==> config.mk <==
export PLATFORM = sky130hd
export DESIGN_NAME = fuel_sensor_frame_receiver
export DESIGN_NICKNAME = d
export VERILOG_FILES = /design/src/rtl/core/fsfr_pkg.sv /design/src/rtl/core/fsfr_tracker.sv /design/src/rtl/core/fsfr_verdict.sv /design/src/rtl/core/fuel_sensor_frame_receiver.sv
export VERILOG_INCLUDE_DIRS = /design/src /design/src/rtl/core
export SDC_FILE = /design/constraint.sdc
export NUM_CORES = 1
export LEC_CHECK = 0
export ABC_AREA = 1
export BUFFER_PORTS_ARGS = -buffer_cell sky130_fd_sc_hd__buf_4
export CAP_MARGIN = 40
export CELL_PAD_IN_SITES_DETAIL_PLACEMENT = 1
export CELL_PAD_IN_SITES_GLOBAL_PLACEMENT = 2
export CORE_UTILIZATION = 33
export CTS_CLUSTER_DIAMETER = 200
export CTS_CLUSTER_SIZE = 16
export DETAILED_ROUTE_END_ITERATION = 16
export PLACE_DENSITY_LB_ADDON = 0.1
export SETUP_SLACK_MARGIN = 0.15
export SYNTH_ARGS = -nofsm -noshare
export SYNTH_HDL_FRONTEND = slang
export SYNTH_SLANG_ARGS = --single-unit
==> constraint.sdc <==
create_clock -name clock -period 2.45 [get_ports clock]
set_input_delay 0.49 -clock clock [delete_from_list [all_inputs] [get_ports clock]]
set_output_delay 0.49 -clock clock [all_outputs]
set_load 0.05 [all_outputs]
==> src/rtl/core/fuel_sensor_frame_receiver_defines.svh <==
// ---------------------------------------------------------------------------
// Fuel sensor frame receiver assertion macros
// Shared concurrent assertion forms, clocked on clock, quiet under reset.
// ---------------------------------------------------------------------------
`ifndef FUEL_SENSOR_FRAME_RECEIVER_DEFINES_SVH
`define FUEL_SENSOR_FRAME_RECEIVER_DEFINES_SVH

// same-cycle implication
`define FSFR_ASSERT_NOW(lbl, ante, cons, msg) \
   lbl: assert property (@(posedge clock) disable iff (reset) (ante) |-> (cons)) \
      else $error(msg);

// next-cycle implication
`define FSFR_ASSERT_NEXT(lbl, ante, cons, msg) \
   lbl: assert property (@(posedge clock) disable iff (reset) (ante) |=> (cons)) \
      else $error(msg);

`endif

==> src/rtl/core/fsfr_pkg.sv <==
// ---------------------------------------------------------------------------
// Fuel sensor frame receiver package
// Frame constants, status codes, CRC-8 (reflected 0x8C) fold and shared types.
// ---------------------------------------------------------------------------
`timescale 1ns / 1ps

package fsfr_pkg;

   localparam logic [3:0] FRAME_LENGTH = 4'd9;
   localparam logic [3:0] COUNT_MAX    = 4'd15;
   localparam logic [3:0] POS_START    = 4'd0;
   localparam logic [3:0] POS_ADDRESS  = 4'd1;
   localparam logic [3:0] POS_FORMAT   = 4'd2;
   localparam logic [3:0] POS_LEVEL_LO = 4'd4;
   localparam logic [3:0] POS_LEVEL_HI = 4'd5;
   localparam logic [3:0] POS_CRC_END  = 4'd8;

   localparam logic [7:0] START_BYTE  = 8'h3E;
   localparam logic [7:0] FORMAT_BYTE = 8'h06;

   localparam logic [7:0] FIRST_ADDRESS_RESET  = 8'd75;
   localparam logic [7:0] SECOND_ADDRESS_RESET = 8'd76;

   localparam logic [7:0] CRC_TERMS [8] = '{
      8'h5e, 8'hbc, 8'h61, 8'hc2, 8'h9d, 8'h23, 8'h46, 8'h8c
   };

   typedef enum logic [1:0] {
      CSR_FIRST_ADDRESS  = 2'd0,
      CSR_SECOND_ADDRESS = 2'd1
   } csr_index_type;

   typedef enum logic [2:0] {
      STATUS_OK          = 3'd0,
      STATUS_BAD_LENGTH  = 3'd1,
      STATUS_BAD_HEADER  = 3'd2,
      STATUS_BAD_CRC     = 3'd3,
      STATUS_BAD_ADDRESS = 3'd4
   } status_type;

   typedef struct packed {
      logic [3:0]  length;
      logic        header_good;
      logic [7:0]  crc_calc;
      logic [7:0]  crc_rx;
      logic [7:0]  address;
      logic [15:0] level;
   } summary_type;

   typedef struct packed {
      status_type  status;
      logic        sensor_index;
      logic [15:0] level;
   } verdict_type;

   function automatic logic [7:0] crc_fold(input logic [7:0] crc, input logic [7:0] b);
      logic [7:0] x;
      logic [7:0] r;
      x = crc ^ b;
      r = 8'h00;
      for (int k = 0; k < 8; k++) begin
         if (x[k]) begin
            r = r ^ CRC_TERMS[k];
         end
      end
      return r;
   endfunction

endpackage

==> src/rtl/core/fsfr_tracker.sv <==
// ---------------------------------------------------------------------------
// Fuel sensor frame tracker
// Byte count, running CRC and field captures for the packet in progress.
// ---------------------------------------------------------------------------
`timescale 1ns / 1ps

module fsfr_tracker import fsfr_pkg::*; (
   input  logic        clock,
   input  logic        reset,
   input  logic        take,
   input  logic [7:0]  rx_byte,
   input  logic        end_of_packet,
   output summary_type summary
);

   logic [3:0] pos_ff, pos_in;
   logic [7:0] crc_ff, crc_in;
   logic       header_ff, header_in;
   logic [7:0] address_ff, address_in;
   logic [7:0] level_lo_ff, level_lo_in;
   logic [7:0] level_hi_ff, level_hi_in;
   logic [7:0] crc_rx_ff, crc_rx_in;

   always_comb begin
      crc_in      = (pos_ff < POS_CRC_END) ? crc_fold(crc_ff, rx_byte) : crc_ff;
      header_in   = header_ff;
      address_in  = address_ff;
      level_lo_in = level_lo_ff;
      level_hi_in = level_hi_ff;
      crc_rx_in   = crc_rx_ff;
      case (pos_ff)
         POS_START:    header_in   = (rx_byte == START_BYTE);
         POS_ADDRESS:  address_in  = rx_byte;
         POS_FORMAT:   header_in   = header_ff && (rx_byte == FORMAT_BYTE);
         POS_LEVEL_LO: level_lo_in = rx_byte;
         POS_LEVEL_HI: level_hi_in = rx_byte;
         POS_CRC_END:  crc_rx_in   = rx_byte;
         default:      ;
      endcase
      pos_in = (pos_ff < COUNT_MAX) ? pos_ff + 4'd1 : pos_ff;
   end

   assign summary = '{
      length:      pos_in,
      header_good: header_in,
      crc_calc:    crc_in,
      crc_rx:      crc_rx_in,
      address:     address_in,
      level:       {level_hi_in, level_lo_in}
   };

   always_ff @(posedge clock) begin
      if (reset || (take && end_of_packet)) begin
         pos_ff      <= '0;
         crc_ff      <= '0;
         header_ff   <= 1'b0;
         address_ff  <= '0;
         level_lo_ff <= '0;
         level_hi_ff <= '0;
         crc_rx_ff   <= '0;
      end else if (take) begin
         pos_ff      <= pos_in;
         crc_ff      <= crc_in;
         header_ff   <= header_in;
         address_ff  <= address_in;
         level_lo_ff <= level_lo_in;
         level_hi_ff <= level_hi_in;
         crc_rx_ff   <= crc_rx_in;
      end
   end

endmodule

==> src/rtl/core/fsfr_verdict.sv <==
// ---------------------------------------------------------------------------
// Fuel sensor frame verdict
// Ordered checks: length, header, CRC, address; first failure sets status.
// ---------------------------------------------------------------------------
`timescale 1ns / 1ps

module fsfr_verdict import fsfr_pkg::*; (
   input  summary_type summary,
   input  logic [7:0]  first_address,
   input  logic [7:0]  second_address,
   output verdict_type verdict
);

   always_comb begin
      verdict.status       = STATUS_OK;
      verdict.sensor_index = 1'b0;
      verdict.level        = 16'd0;
      if (summary.length != FRAME_LENGTH) begin
         verdict.status = STATUS_BAD_LENGTH;
      end else if (!summary.header_good) begin
         verdict.status = STATUS_BAD_HEADER;
      end else if (summary.crc_rx != summary.crc_calc) begin
         verdict.status = STATUS_BAD_CRC;
      end else if (summary.address == first_address) begin
         verdict.level = summary.level;
      end else if (summary.address == second_address) begin
         verdict.sensor_index = 1'b1;
         verdict.level        = summary.level;
      end else begin
         verdict.status = STATUS_BAD_ADDRESS;
      end
   end

endmodule

==> src/rtl/core/fuel_sensor_frame_receiver.sv <==
// ---------------------------------------------------------------------------
// Fuel sensor frame receiver
// Checks 9-byte fuel level sensor packets and reports status and level.
// ---------------------------------------------------------------------------
// Result: registered, valid in the cycle after the request carrying the last byte.
// Throughput: 1 byte per cycle; ready drops only while a result is stalled.
// Reset: clears the packet in progress and any pending result, and loads
// the sensor addresses with 75 and 76.
`timescale 1ns / 1ps
`include "fuel_sensor_frame_receiver_defines.svh"

module fuel_sensor_frame_receiver import fsfr_pkg::*; (
   input  logic        clock,
   input  logic        reset,
   input  logic        req_valid,
   output logic        req_ready,
   input  logic [7:0]  req_rx_byte,
   input  logic        req_end_of_packet,
   output logic        rsp_valid,
   input  logic        rsp_ready,
   output logic [2:0]  rsp_frame_status,
   output logic        rsp_sensor_index,
   output logic [15:0] rsp_fuel_level_tenths,
   input  logic        csr_valid,
   output logic        csr_ready,
   input  logic [1:0]  csr_index,
   input  logic [7:0]  csr_data
);

   logic        take;
   summary_type summary;
   verdict_type verdict;
   logic [7:0]  first_address_ff;
   logic [7:0]  second_address_ff;
   logic        rsp_valid_ff;
   verdict_type rsp_ff;

   assign req_ready = !rsp_valid_ff || rsp_ready;
   assign take      = req_valid && req_ready;
   assign csr_ready = 1'b1;

   always_ff @(posedge clock) begin
      if (reset) begin
         first_address_ff  <= FIRST_ADDRESS_RESET;
         second_address_ff <= SECOND_ADDRESS_RESET;
      end else if (csr_valid) begin
         case (csr_index)
            CSR_FIRST_ADDRESS:  first_address_ff  <= csr_data;
            CSR_SECOND_ADDRESS: second_address_ff <= csr_data;
            default:            ;
         endcase
      end
   end

   fsfr_tracker u_tracker (
      .clock         (clock),
      .reset         (reset),
      .take          (take),
      .rx_byte       (req_rx_byte),
      .end_of_packet (req_end_of_packet),
      .summary       (summary)
   );

   fsfr_verdict u_verdict (
      .summary        (summary),
      .first_address  (first_address_ff),
      .second_address (second_address_ff),
      .verdict        (verdict)
   );

   always_ff @(posedge clock) begin
      if (reset) begin
         rsp_valid_ff <= 1'b0;
      end else if (take && req_end_of_packet) begin
         rsp_valid_ff <= 1'b1;
      end else if (rsp_ready) begin
         rsp_valid_ff <= 1'b0;
      end
   end

   always_ff @(posedge clock) begin
      if (take && req_end_of_packet) begin
         rsp_ff <= verdict;
      end
   end

   assign rsp_valid             = rsp_valid_ff;
   assign rsp_frame_status      = rsp_ff.status;
   assign rsp_sensor_index      = rsp_ff.sensor_index;
   assign rsp_fuel_level_tenths = rsp_ff.level;

   `FSFR_ASSERT_NEXT(a_last_byte_gives_result, take && req_end_of_packet, rsp_valid, "last byte without result")
   `FSFR_ASSERT_NOW(a_result_from_last_byte, $rose(rsp_valid), $past(take && req_end_of_packet), "result without last byte")
   `FSFR_ASSERT_NOW(a_reject_zeroes_fields, rsp_valid && (rsp_frame_status != STATUS_OK), (rsp_sensor_index == 1'b0) && (rsp_fuel_level_tenths == 16'd0), "rejected frame carries data")

endmodule
Word-level counts from Yosys, hierarchy flattened
Index checks and enable logic that the tools add are counted.

$add $sub $neg: 1. Magnitude comparators: 2. Eq/ne operators: 12. Muxes and demuxes: 23. Bitwise logic cells: 9. Reductions and logical operators: 13.

Operators with widths (number): $mux W8 (9); $mux W7 (3); $mux W17 (1); $eq A8 B8 Y1 (2); $mux W16 (1); $not A3 Y3 (5); $eq A4 B3 Y1 const B (2); $eq A8 B3 Y1 const B (1); $eq A8 B6 Y1 const B (1); $lt A4 B4 Y1 const B (2); $ne A8 B8 Y1 (1); $xor A8 B8 Y8 (1); $mux W3 (2); $mux W6 (1); $not A4 Y5 (1); $not A5 Y5 (1); $add A4 B1 Y4 const B (1); $eq A4 B1 Y1 const B (1); $eq A4 B2 Y1 const B (1); $eq A4 B4 Y1 const B (1); $logic_not A4 Y1 (1); $mux W2 (2); $mux W4 (1); $ne A4 B4 Y1 const B (1); other kinds (12) (17).

Bits in registers: 82. Bits of input ports: 24. Output and inout port bits: 23. Logic and storage cells: 74.

Logic depth before layout (Yosys ltp)
Gate-level depths: netlist of the first run.

Depth after elaboration: 20. Mapped depth: 17. Depth with buffers taken out: 17.

Hierarchy
A second synthesis of the first run with hierarchy kept.

Cells, all modules: 684. Area total of the unflattened synthesis: 4670.7 sq um.

By module, submodules not included: fsfr_tracker (times used 1, cells each 427, area an instance 2692.6 sq um, seq. area each 900.9 sq um); fuel_sensor_frame_receiver (times used 1, cells each 125, area an instance 1337.5 sq um, seq. area each 940.9 sq um); fsfr_verdict (times used 1, cells each 132, area an instance 640.6 sq um, seq. area each 0.0 sq um).

Least setup slack after synthesis of the first run
No wires, ideal clock.

Kind: register to register. Start: reg rsp_valid_ff, in the netlist rsp_valid. End: reg u_tracker.crc_rx_ff[3]. Setup time: 0.070 ns. Arrival: 2.111 ns. Required time: 2.380 ns. Path slack: 0.270 ns. Stages on the path, launching flop included: 10. Path buffers: 1. Period minus slack after synthesis: 2.180 ns. Path through: dfxtp_1 nand2_1 nand2_1 inv_1 nand2_1 nand2_1 inv_1 clkbuf_1 o21ai_0 a21oi_1.

Cells in the longest elaborated chain, start to end: 5.

RTL lines: start: declaration (RTL line fuel_sensor_frame_receiver.sv:35) `logic rsp_valid_ff;`; start signal: assignment (RTL line fuel_sensor_frame_receiver.sv:73) `rsp_valid_ff <= 1'b0;`; start signal: assignment (RTL line fuel_sensor_frame_receiver.sv:75) `rsp_valid_ff <= 1'b1;`; start signal: assignment (RTL line fuel_sensor_frame_receiver.sv:77) `rsp_valid_ff <= 1'b0;`; $logic_not A1 Y1 (*) (RTL line fuel_sensor_frame_receiver.sv:38) `assign req_ready = !rsp_valid_ff || rsp_ready;`; $logic_or A1 B1 Y1 (*) (RTL line fuel_sensor_frame_receiver.sv:38); named net req_ready (RTL line fuel_sensor_frame_receiver.sv:16) `output logic req_ready,`; $logic_and A1 B1 Y1 (*) (RTL line fuel_sensor_frame_receiver.sv:39) `assign take = req_valid && req_ready;`; $logic_and A1 B1 Y1 (RTL line fsfr_tracker.sv:53) `if (reset || (take && end_of_packet)) begin`; $logic_or A1 B1 Y1 (RTL line fsfr_tracker.sv:53); end signal: assignment (RTL line fsfr_tracker.sv:68) `crc_rx_ff <= crc_rx_in;`; end: declaration (RTL line fsfr_tracker.sv:22) `logic [7:0] crc_rx_ff, crc_rx_in;`.

The timed path passes the listed nets; every way through them passes the cells marked *. A chain may end at the register's enable or synchronous reset.

Final worst setup path of the first run
Start: reg u_tracker.pos_ff[0]. End: reg rsp_ff, in the netlist rsp_fuel_level_tenths[3], data pin.

Cells in the longest elaborated chain, start to end: 5. Elaborated cells between the ends (all ways): 22. Classes of those cells: add/sub (1); order compare (2); eq/ne (8); mux (8); bitwise (1); reduce/logical (2).

RTL lines: start: declaration (RTL line fsfr_tracker.sv:16) `logic [3:0] pos_ff, pos_in;`; start signal: assignment (RTL line fsfr_tracker.sv:62) `pos_ff <= pos_in;`; parallel branches: the longest is 5 deep, another holds $lt A4 B4 Y1; end signal: assignment (RTL line fuel_sensor_frame_receiver.sv:83) `rsp_ff <= verdict;`; end: declaration (RTL line fuel_sensor_frame_receiver.sv:36) `verdict_type rsp_ff;`.

Parallel ways; which one is timed is not known.

==> results of run 1 <==
## registers in the layout (all words and copies together), names as in the netlist, named ones only
register               count
u_tracker.level_hi_ff      8
u_tracker.pos_ff           3
u_tracker.address_ff       8
second_address_ff          8
rsp_fuel_level_tenths     16
rsp_sensor_index           1
u_tracker.level_lo_ff      8
rsp_valid                  1
rsp_frame_status           3
u_tracker.crc_ff           8
u_tracker.header_ff        1
u_tracker.crc_rx_ff        8
first_address_ff           8
## layer usage
| metal | share of wire (%) | vias up | track usage (%) |
|---|---|---|---|
| li1 | - | 2114 | - |
| met2 | 47 | 69 | 34.2 |
| met5 | 0 | - | 0 |
| met3 | 4.1 | 14 | 3.77 |
| met4 | 1.5 | 0 | 6.75 |
| met1 | 48 | 1975 | 28.1 |
## cell usage after synthesis, types with 2 or more instances
cell type and count:
o21ai_1 8, o21ai_0 59, buf_6 3, clkbuf_1 16, nand2_1 184, nor2_1 48, dfxtp_1 62, xor2_1 9
nand4_1 4, xnor2_1 7, edfxtp_1 20, inv_2 2, nor3_1 3, nand3_1 37, a21oi_1 60, o211ai_1 2
nor2_2 11, buf_2 3, inv_1 51, ha_1 5
## cell type report
cell class / instances / area, um2
Fill cell: 1638 / 7120
Multi-Input combinational cell: 449 / 2320
Sequential cell: 82 / 1860
Timing Repair Buffer: 83 / 639
Clock buffer: 14 / 254
Tap cell: 172 / 215
Inverter: 53 / 203
Clock inverter: 2 / 13.8
## cell families (layout without fill, tap and decap cells)
kind of cell	after synthesis	after routing	share of synthesized area, %
AO/OA/AOI/OAI	130	130	15.4
XOR/XNOR	16	16	3.28
adder cells (fa/ha/maj)	5	5	1.46
buffers and inverters	76	152	7.37
flip-flops	82	82	43.1
other	1	1	0.0877
AND/OR/NAND/NOR	295	297	29.4
## worst max-delay path: stages, from the launching register on
cell,delay (ns)
dfxtp_1,0.35
buf_4,0.15
ha_4,0.21
nand2_8,0.11
o21ai_4,0.19
xnor2_1,0.14
nand2_1,0.08
nor3_2,0.17
nand3_1,0.12
nand2_2,0.11
nand4_4,0.11
buf_12,0.17
nor2_1,0.09
## metrics by stage
stage	power (mW)	util (%)	setup slack (ns)
CTS	3.56	42.1	0.170
global placement	2.24	39.5	-0.0888
detailed placement	2.26	39.5	-0.104
floorplan	2.00	-	0.270
finish	3.57	43.6	0.295
global route	3.78	43.6	0.115
## how the worst min path moves through the flow
stage	cells after the start	endpoint	slack, ns	from
5_1_grt	3	second_address_ff[3]$_SDFFE_PP1P_	0.37	csr_data[3]
3_5_place_dp	2	u_tracker.address_ff[3]$_SDFFE_PP0P_	0.46	u_tracker.address_ff[3]$_SDFFE_PP0P_
3_3_place_gp	2	u_tracker.address_ff[0]$_SDFFE_PP0P_	0.45	u_tracker.address_ff[0]$_SDFFE_PP0P_
4_1_cts	3	second_address_ff[6]$_SDFFE_PP1P_	0.35	csr_data[6]
6_report	3	second_address_ff[6]$_SDFFE_PP1P_	0.36	csr_data[6]
2_1_floorplan	2	u_tracker.address_ff[0]$_SDFFE_PP0P_	0.45	u_tracker.address_ff[0]$_SDFFE_PP0P_
## cell usage in the layout (no fill, tap or decap), drive strengths merged, types with 5 or more instances in the layout
| master | synthesis | routed |
|---|---|---|
| xnor2 | 7 | 7 |
| dfxtp | 62 | 62 |
| nand2 | 186 | 187 |
| nand4 | 5 | 5 |
| o21ai | 67 | 67 |
| a21oi | 60 | 60 |
| xor2 | 9 | 9 |
| clkbuf | 16 | 14 |
| inv | 53 | 52 |
| ha | 5 | 5 |
| nand3 | 38 | 39 |
| nor2 | 60 | 60 |
| buf | 7 | 83 |
| edfxtp | 20 | 20 |
## report_power, final
group          total [mW]  switching (mW)  internal [mW]
Clock                1.27           0.554          0.717
Combinational       0.795           0.521          0.274
Sequential           1.51          0.0494           1.46
Total                3.57            1.12           2.45
## what timing repair did
item | 4_1_cts | 5_1_grt
hold buffers | 0 | 0
gates resized for setup | 15 | 49
gates cloned | 1 | 1
pin swaps | 1 | 3
setup buffers | 0 | 3
setup endpoints to repair | 20 | 20
==> impl_metrics.csv, run 1 <==
group,metric,value,unit
synth,synth_top_area_share,29.0,%
floorplan,dieArea,0.0134,mm2
setup_path,r2r.worst_path.cells,12,
synth,syn_nets,634,
finish,nets,707,
setup_path,r2r_end,"rsp_fuel_level_tenths[3]$_SDFFCE_PP0P_",
clocking,clock_tree.buffer_depth,2,
setup_path,arrival,2.36,ns
sta,finalCriticalPeriod,2.16,ns
synth,yosysSeqAreaShare,43.1,%
clocking,insertion_delay,0.35,ns
route,dr.pass1.iters,4,
finish,instances_no_fill,855,
power_and_ir_drop,power_density,649,mW/mm2
synth,synth_ff_type,"dfxtp_1",
floorplan,num_io_pins,47,
clocking,h-tree-depth,3,
synth,yosysTopAreaCell,"dfxtp_1",
setup_path,worstPathMaxFanout,16,
sta,finalMaxSlewViolations,0,
synth,netlist_area,0.00428,mm2
global_routing,grt_pass1_vias,4070,
global_routing,grt_max_degree,35,
synth,ys_types,31,
global_routing,grt_pass1_wl,21100,um
synth,avgSynthCellArea,7.07,um2
sta,max_freq,464,MHz
power_and_ir_drop,leakagePower,2.41,nW
floorplan,core,0.0126,mm2
setup_path,reg2reg_slack,0.29,ns
sta,hold_viol,0,
setup_path,endpoint_kind,"flip-flop",
place,portBuffers,45,
floorplan,die_w,116,um
sta,finalCritPeriodShare,88.0,%
clocking,cts.sinks,82,
clocking,clk_pin_slew,0.06,ns
sta,hold_slack,0.364,ns
route,drtIter0Drc,187,
finish,syn_to_final_growth,28.7,%
synth,synth_cells,605,
route,viasPerCell,4.88,
floorplan,dieHeight,116,um
job,maxCapViolCount,0,
global_routing,grt_usage,21.0,%
synth,synthArstFlopShare,0,%
setup_path,crit-reg2reg-launch,"u_tracker.pos_ff[0]$_SDFFE_PP0P_",
synth,synth_area_leaders,"dfxtp_1 29%, nand2_1 16%, edfxtp_1 14%",
synth,synth_warnings,0,
clocking,cts_made_buffers,9,
sta,finClkSkew,0.00753,ns
route,routedWlPerCell,15.6,um
route,wl,13400,um
route,via_count,4172,
finish,n_antenna_cell,0,
setup_path,critical_path_required,2.66,ns
place,place_inst,834,
sta,rsz0062_at_grt,"true",
finish,drive_above_1_share,23.6,%
synth,synth_edf_count,20,
finish,design_area,0.00550,mm2
setup_path,crit_end,"rsp_fuel_level_tenths[3]$_SDFFCE_PP0P_",
clocking,cts_root_buf,"clkbuf_16",
place,hpwl,9550,um
place,place_congestion,0.856,
floorplan,start_util,33.9,%
status,outcome,"completed",
global_routing,gr-total-overflow,0,
synth,synth_seq_cells,82,
sta,setup_viol,0,
route,ant_nets,0,
global_routing,antenna_found_initial,0,
setup_path,cp-start-kind,"flip-flop",
power_and_ir_drop,ir_drop,0.000267,V
setup_path,crit_type,"flip-flop to flip-flop",
sta,finalSetupTns,0,ns
setup_path,crit_start,"u_tracker.pos_ff[0]$_SDFFE_PP0P_",
route,route.detailed.drc,0,
floorplan,rows,41,
hold_path,hp-class,"input pin to flip-flop",
place,dpl_cell_area,0.00499,mm2
clocking,cts_tree,"yes",
Power figures use the tool's default switching activity.
==> run 2, diff against run 1 <==
Settings changed: CAP_MARGIN 40 to not set, GPL_ROUTABILITY_DRIVEN set to 1, RECOVER_POWER set to 50.
==> run 2 against run 1 <==
  * Critical path depth unchanged
  * First-iteration DRC count down 2.1%
  * Register-to-register slack worse by 0.02 ns
  * Routed wire length up 0.18%
  * Global-route usage unchanged
  * Critical path type unchanged
  * Highest routed layer unchanged
==> impl_metrics.csv, run 2 (same netlist as run 1, synthesis figures left out) <==
group,metric,value,unit
setup_path,arrival,2.38,ns
setup_path,crit_chain,"buf_4, ha_4, nand2_8, o21ai_4, xnor2_1, nand2_1, nor3_2, nand3_1, nand2_2, nand4_4, buf_12, nor2_1",
global_routing,antenna_found_initial,0,
floorplan,dieArea,0.0134,mm2
global_routing,grt_pass1_wl,21100,um
finish,syn_to_final_growth,26.4,%
finish,drive_above_1_share,19.6,%
sta,hold_slack,0.362,ns
setup_path,cp-start-kind,"flip-flop",
sta,finalCriticalPeriod,2.18,ns
power_and_ir_drop,ir_drop,0.000271,V
sta,max_slew_margin,22.6,%
setup_path,slowest_delay,0.35,ns
place,dpl_cell_area,0.00499,mm2
floorplan,core,0.0126,mm2
sta,worst_slack,0.273,ns
power_and_ir_drop,leakagePower,2.32,nW
finish,n_antenna_cell,0,
setup_path,cp_top_family,"simple AND/OR/NAND/NOR gates",
finish,design_area,0.00541,mm2
finish,utilization,42.8,%
route,wl,13400,um
clocking,cts.sinks,82,
place,place_inst,834,
clocking,insertion_delay,0.35,ns
global_routing,grt_util_met3,3.77,%
finish,largest_reg_flops,16,
setup_path,slowest_stage,"dfxtp_1",
route,via_count,4195,
status,outcome,"completed",
global_routing,grt_max_degree,35,
place,portBuffers,45,
global_routing,met2_usage,34.2,%
setup_path,endpoint_kind,"flip-flop",
floorplan,die_w,116,um
finish,layout_commonest_cell,"nand2_1",
clocking,h-tree-depth,3,
route,drtIter0Drc,183,
clocking,cts_root_buf,"clkbuf_16",
finish,n_fill_cell,1663,
sta,finalCritPeriodShare,88.8,%
job,maxCapViolCount,0,
finish,nets,707,
hold_path,hp-class,"input pin to flip-flop",
floorplan,rows,41,
route,routedWlPerCell,15.7,um
clocking,cts_made_buffers,9,
floorplan,dieHeight,116,um
floorplan,start_util,33.9,%
power_and_ir_drop,power_density,659,mW/mm2
finish,instances_no_fill,855,
sta,tightest_slew,1.16,ns
clocking,clk_pin_slew,0.06,ns
sta,finalSetupTns,0,ns
setup_path,worstPathMaxFanout,16,
sta,setup_viol,0,
sta,max_freq,459,MHz
route,ant_nets,0,
place,place_congestion,0.856,
global_routing,grt_pass1_vias,4070,
finish,final_cell_mix,"169 x nand2_1, 60 x a21oi_1, 55 x dfxtp_1",
sta,finalMaxSlewViolations,0,
sta,hold_viol,0,
route,viasPerCell,4.91,
setup_path,crit_type,"flip-flop to flip-flop",
global_routing,grt.busiest_layer,"met2",
sta,rsz0062_at_grt,"true",
global_routing,met1_usage,28.1,%
place,hpwl,9550,um
setup_path,critical_path_required,2.66,ns
power_and_ir_drop,p_total,3.56,mW
global_routing,gr-total-overflow,0,
setup_path,crit_buf_inv,2,
route,dr.pass1.iters,6,
global_routing,grt_usage,21.0,%
place,place_ws,-0.104,ns
clocking,ctsHoldBuffers,0,
clocking,clock_tree.buffer_depth,2,
clocking,cts_tree,"yes",
sta,finClkSkew,0.00869,ns
floorplan,num_io_pins,47,
route,route.detailed.drc,0,
-- run 2: worst paths after layout --
kind | from | to | slack (ns) | cells after the start
max | u_tracker.pos_ff[0]$_SDFFE_PP0P_ | rsp_fuel_level_tenths[3]$_SDFFCE_PP0P_ | 0.27 | 12
min | csr_data[6] | second_address_ff[6]$_SDFFE_PP1P_ | 0.36 | 3
max reg2reg | u_tracker.pos_ff[0]$_SDFFE_PP0P_ | rsp_fuel_level_tenths[3]$_SDFFCE_PP0P_ | 0.27 | 12
min reg2reg | u_tracker.address_ff[3]$_SDFFE_PP0P_ | u_tracker.address_ff[3]$_SDFFE_PP0P_ | 0.46 | 2
-- run 2: routing by layer --
layer	part of all wire, %	routed length [um]
met1	48	6410
met2	47	6290
met3	3.7	502
met4	1.5	200
met5	0	0
-- run 2: power breakdown --
part           total, mW  switching (mW)  leakage [nW]  internal [mW]
clock network       1.27           0.556         0.131          0.717
registers           1.51          0.0493         0.699           1.46
logic              0.782           0.523          1.49          0.260
total               3.56            1.13          2.32           2.44
-- run 2: timing repair --
item,CTS,global route
pin swaps,1,3
gates resized for setup,15,49
gates cloned,1,1
buffers inserted,0,3
setup endpoints to repair,20,20
-- run 2: worst register-to-register path: cells and delay by family (launching register included) --
| kind | cells | cell delay, ns |
|---|---|---|
| and+or+nand+nor | 7 | 0.83 |
| DFF | 1 | 0.35 |
| buffers and inverters | 2 | 0.32 |
| adders and majority gates | 1 | 0.22 |
| AOI/OAI and AO/OA | 1 | 0.19 |
| xor gates and xnor gates | 1 | 0.14 |
-- run 2: area by class of cell --
class / instances / area (um2) / share of cell area [%]
Clock buffer: 14 / 254 / 4.70
Clock inverter: 2 / 13.8 / 0.255
Inverter: 53 / 203 / 3.75
Multi-Input combinational cell: 449 / 2320 / 43.0
Sequential cell: 82 / 1860 / 34.3
Tap cell: 172 / 215 / 3.98
Timing Repair Buffer: 83 / 542 / 10.0
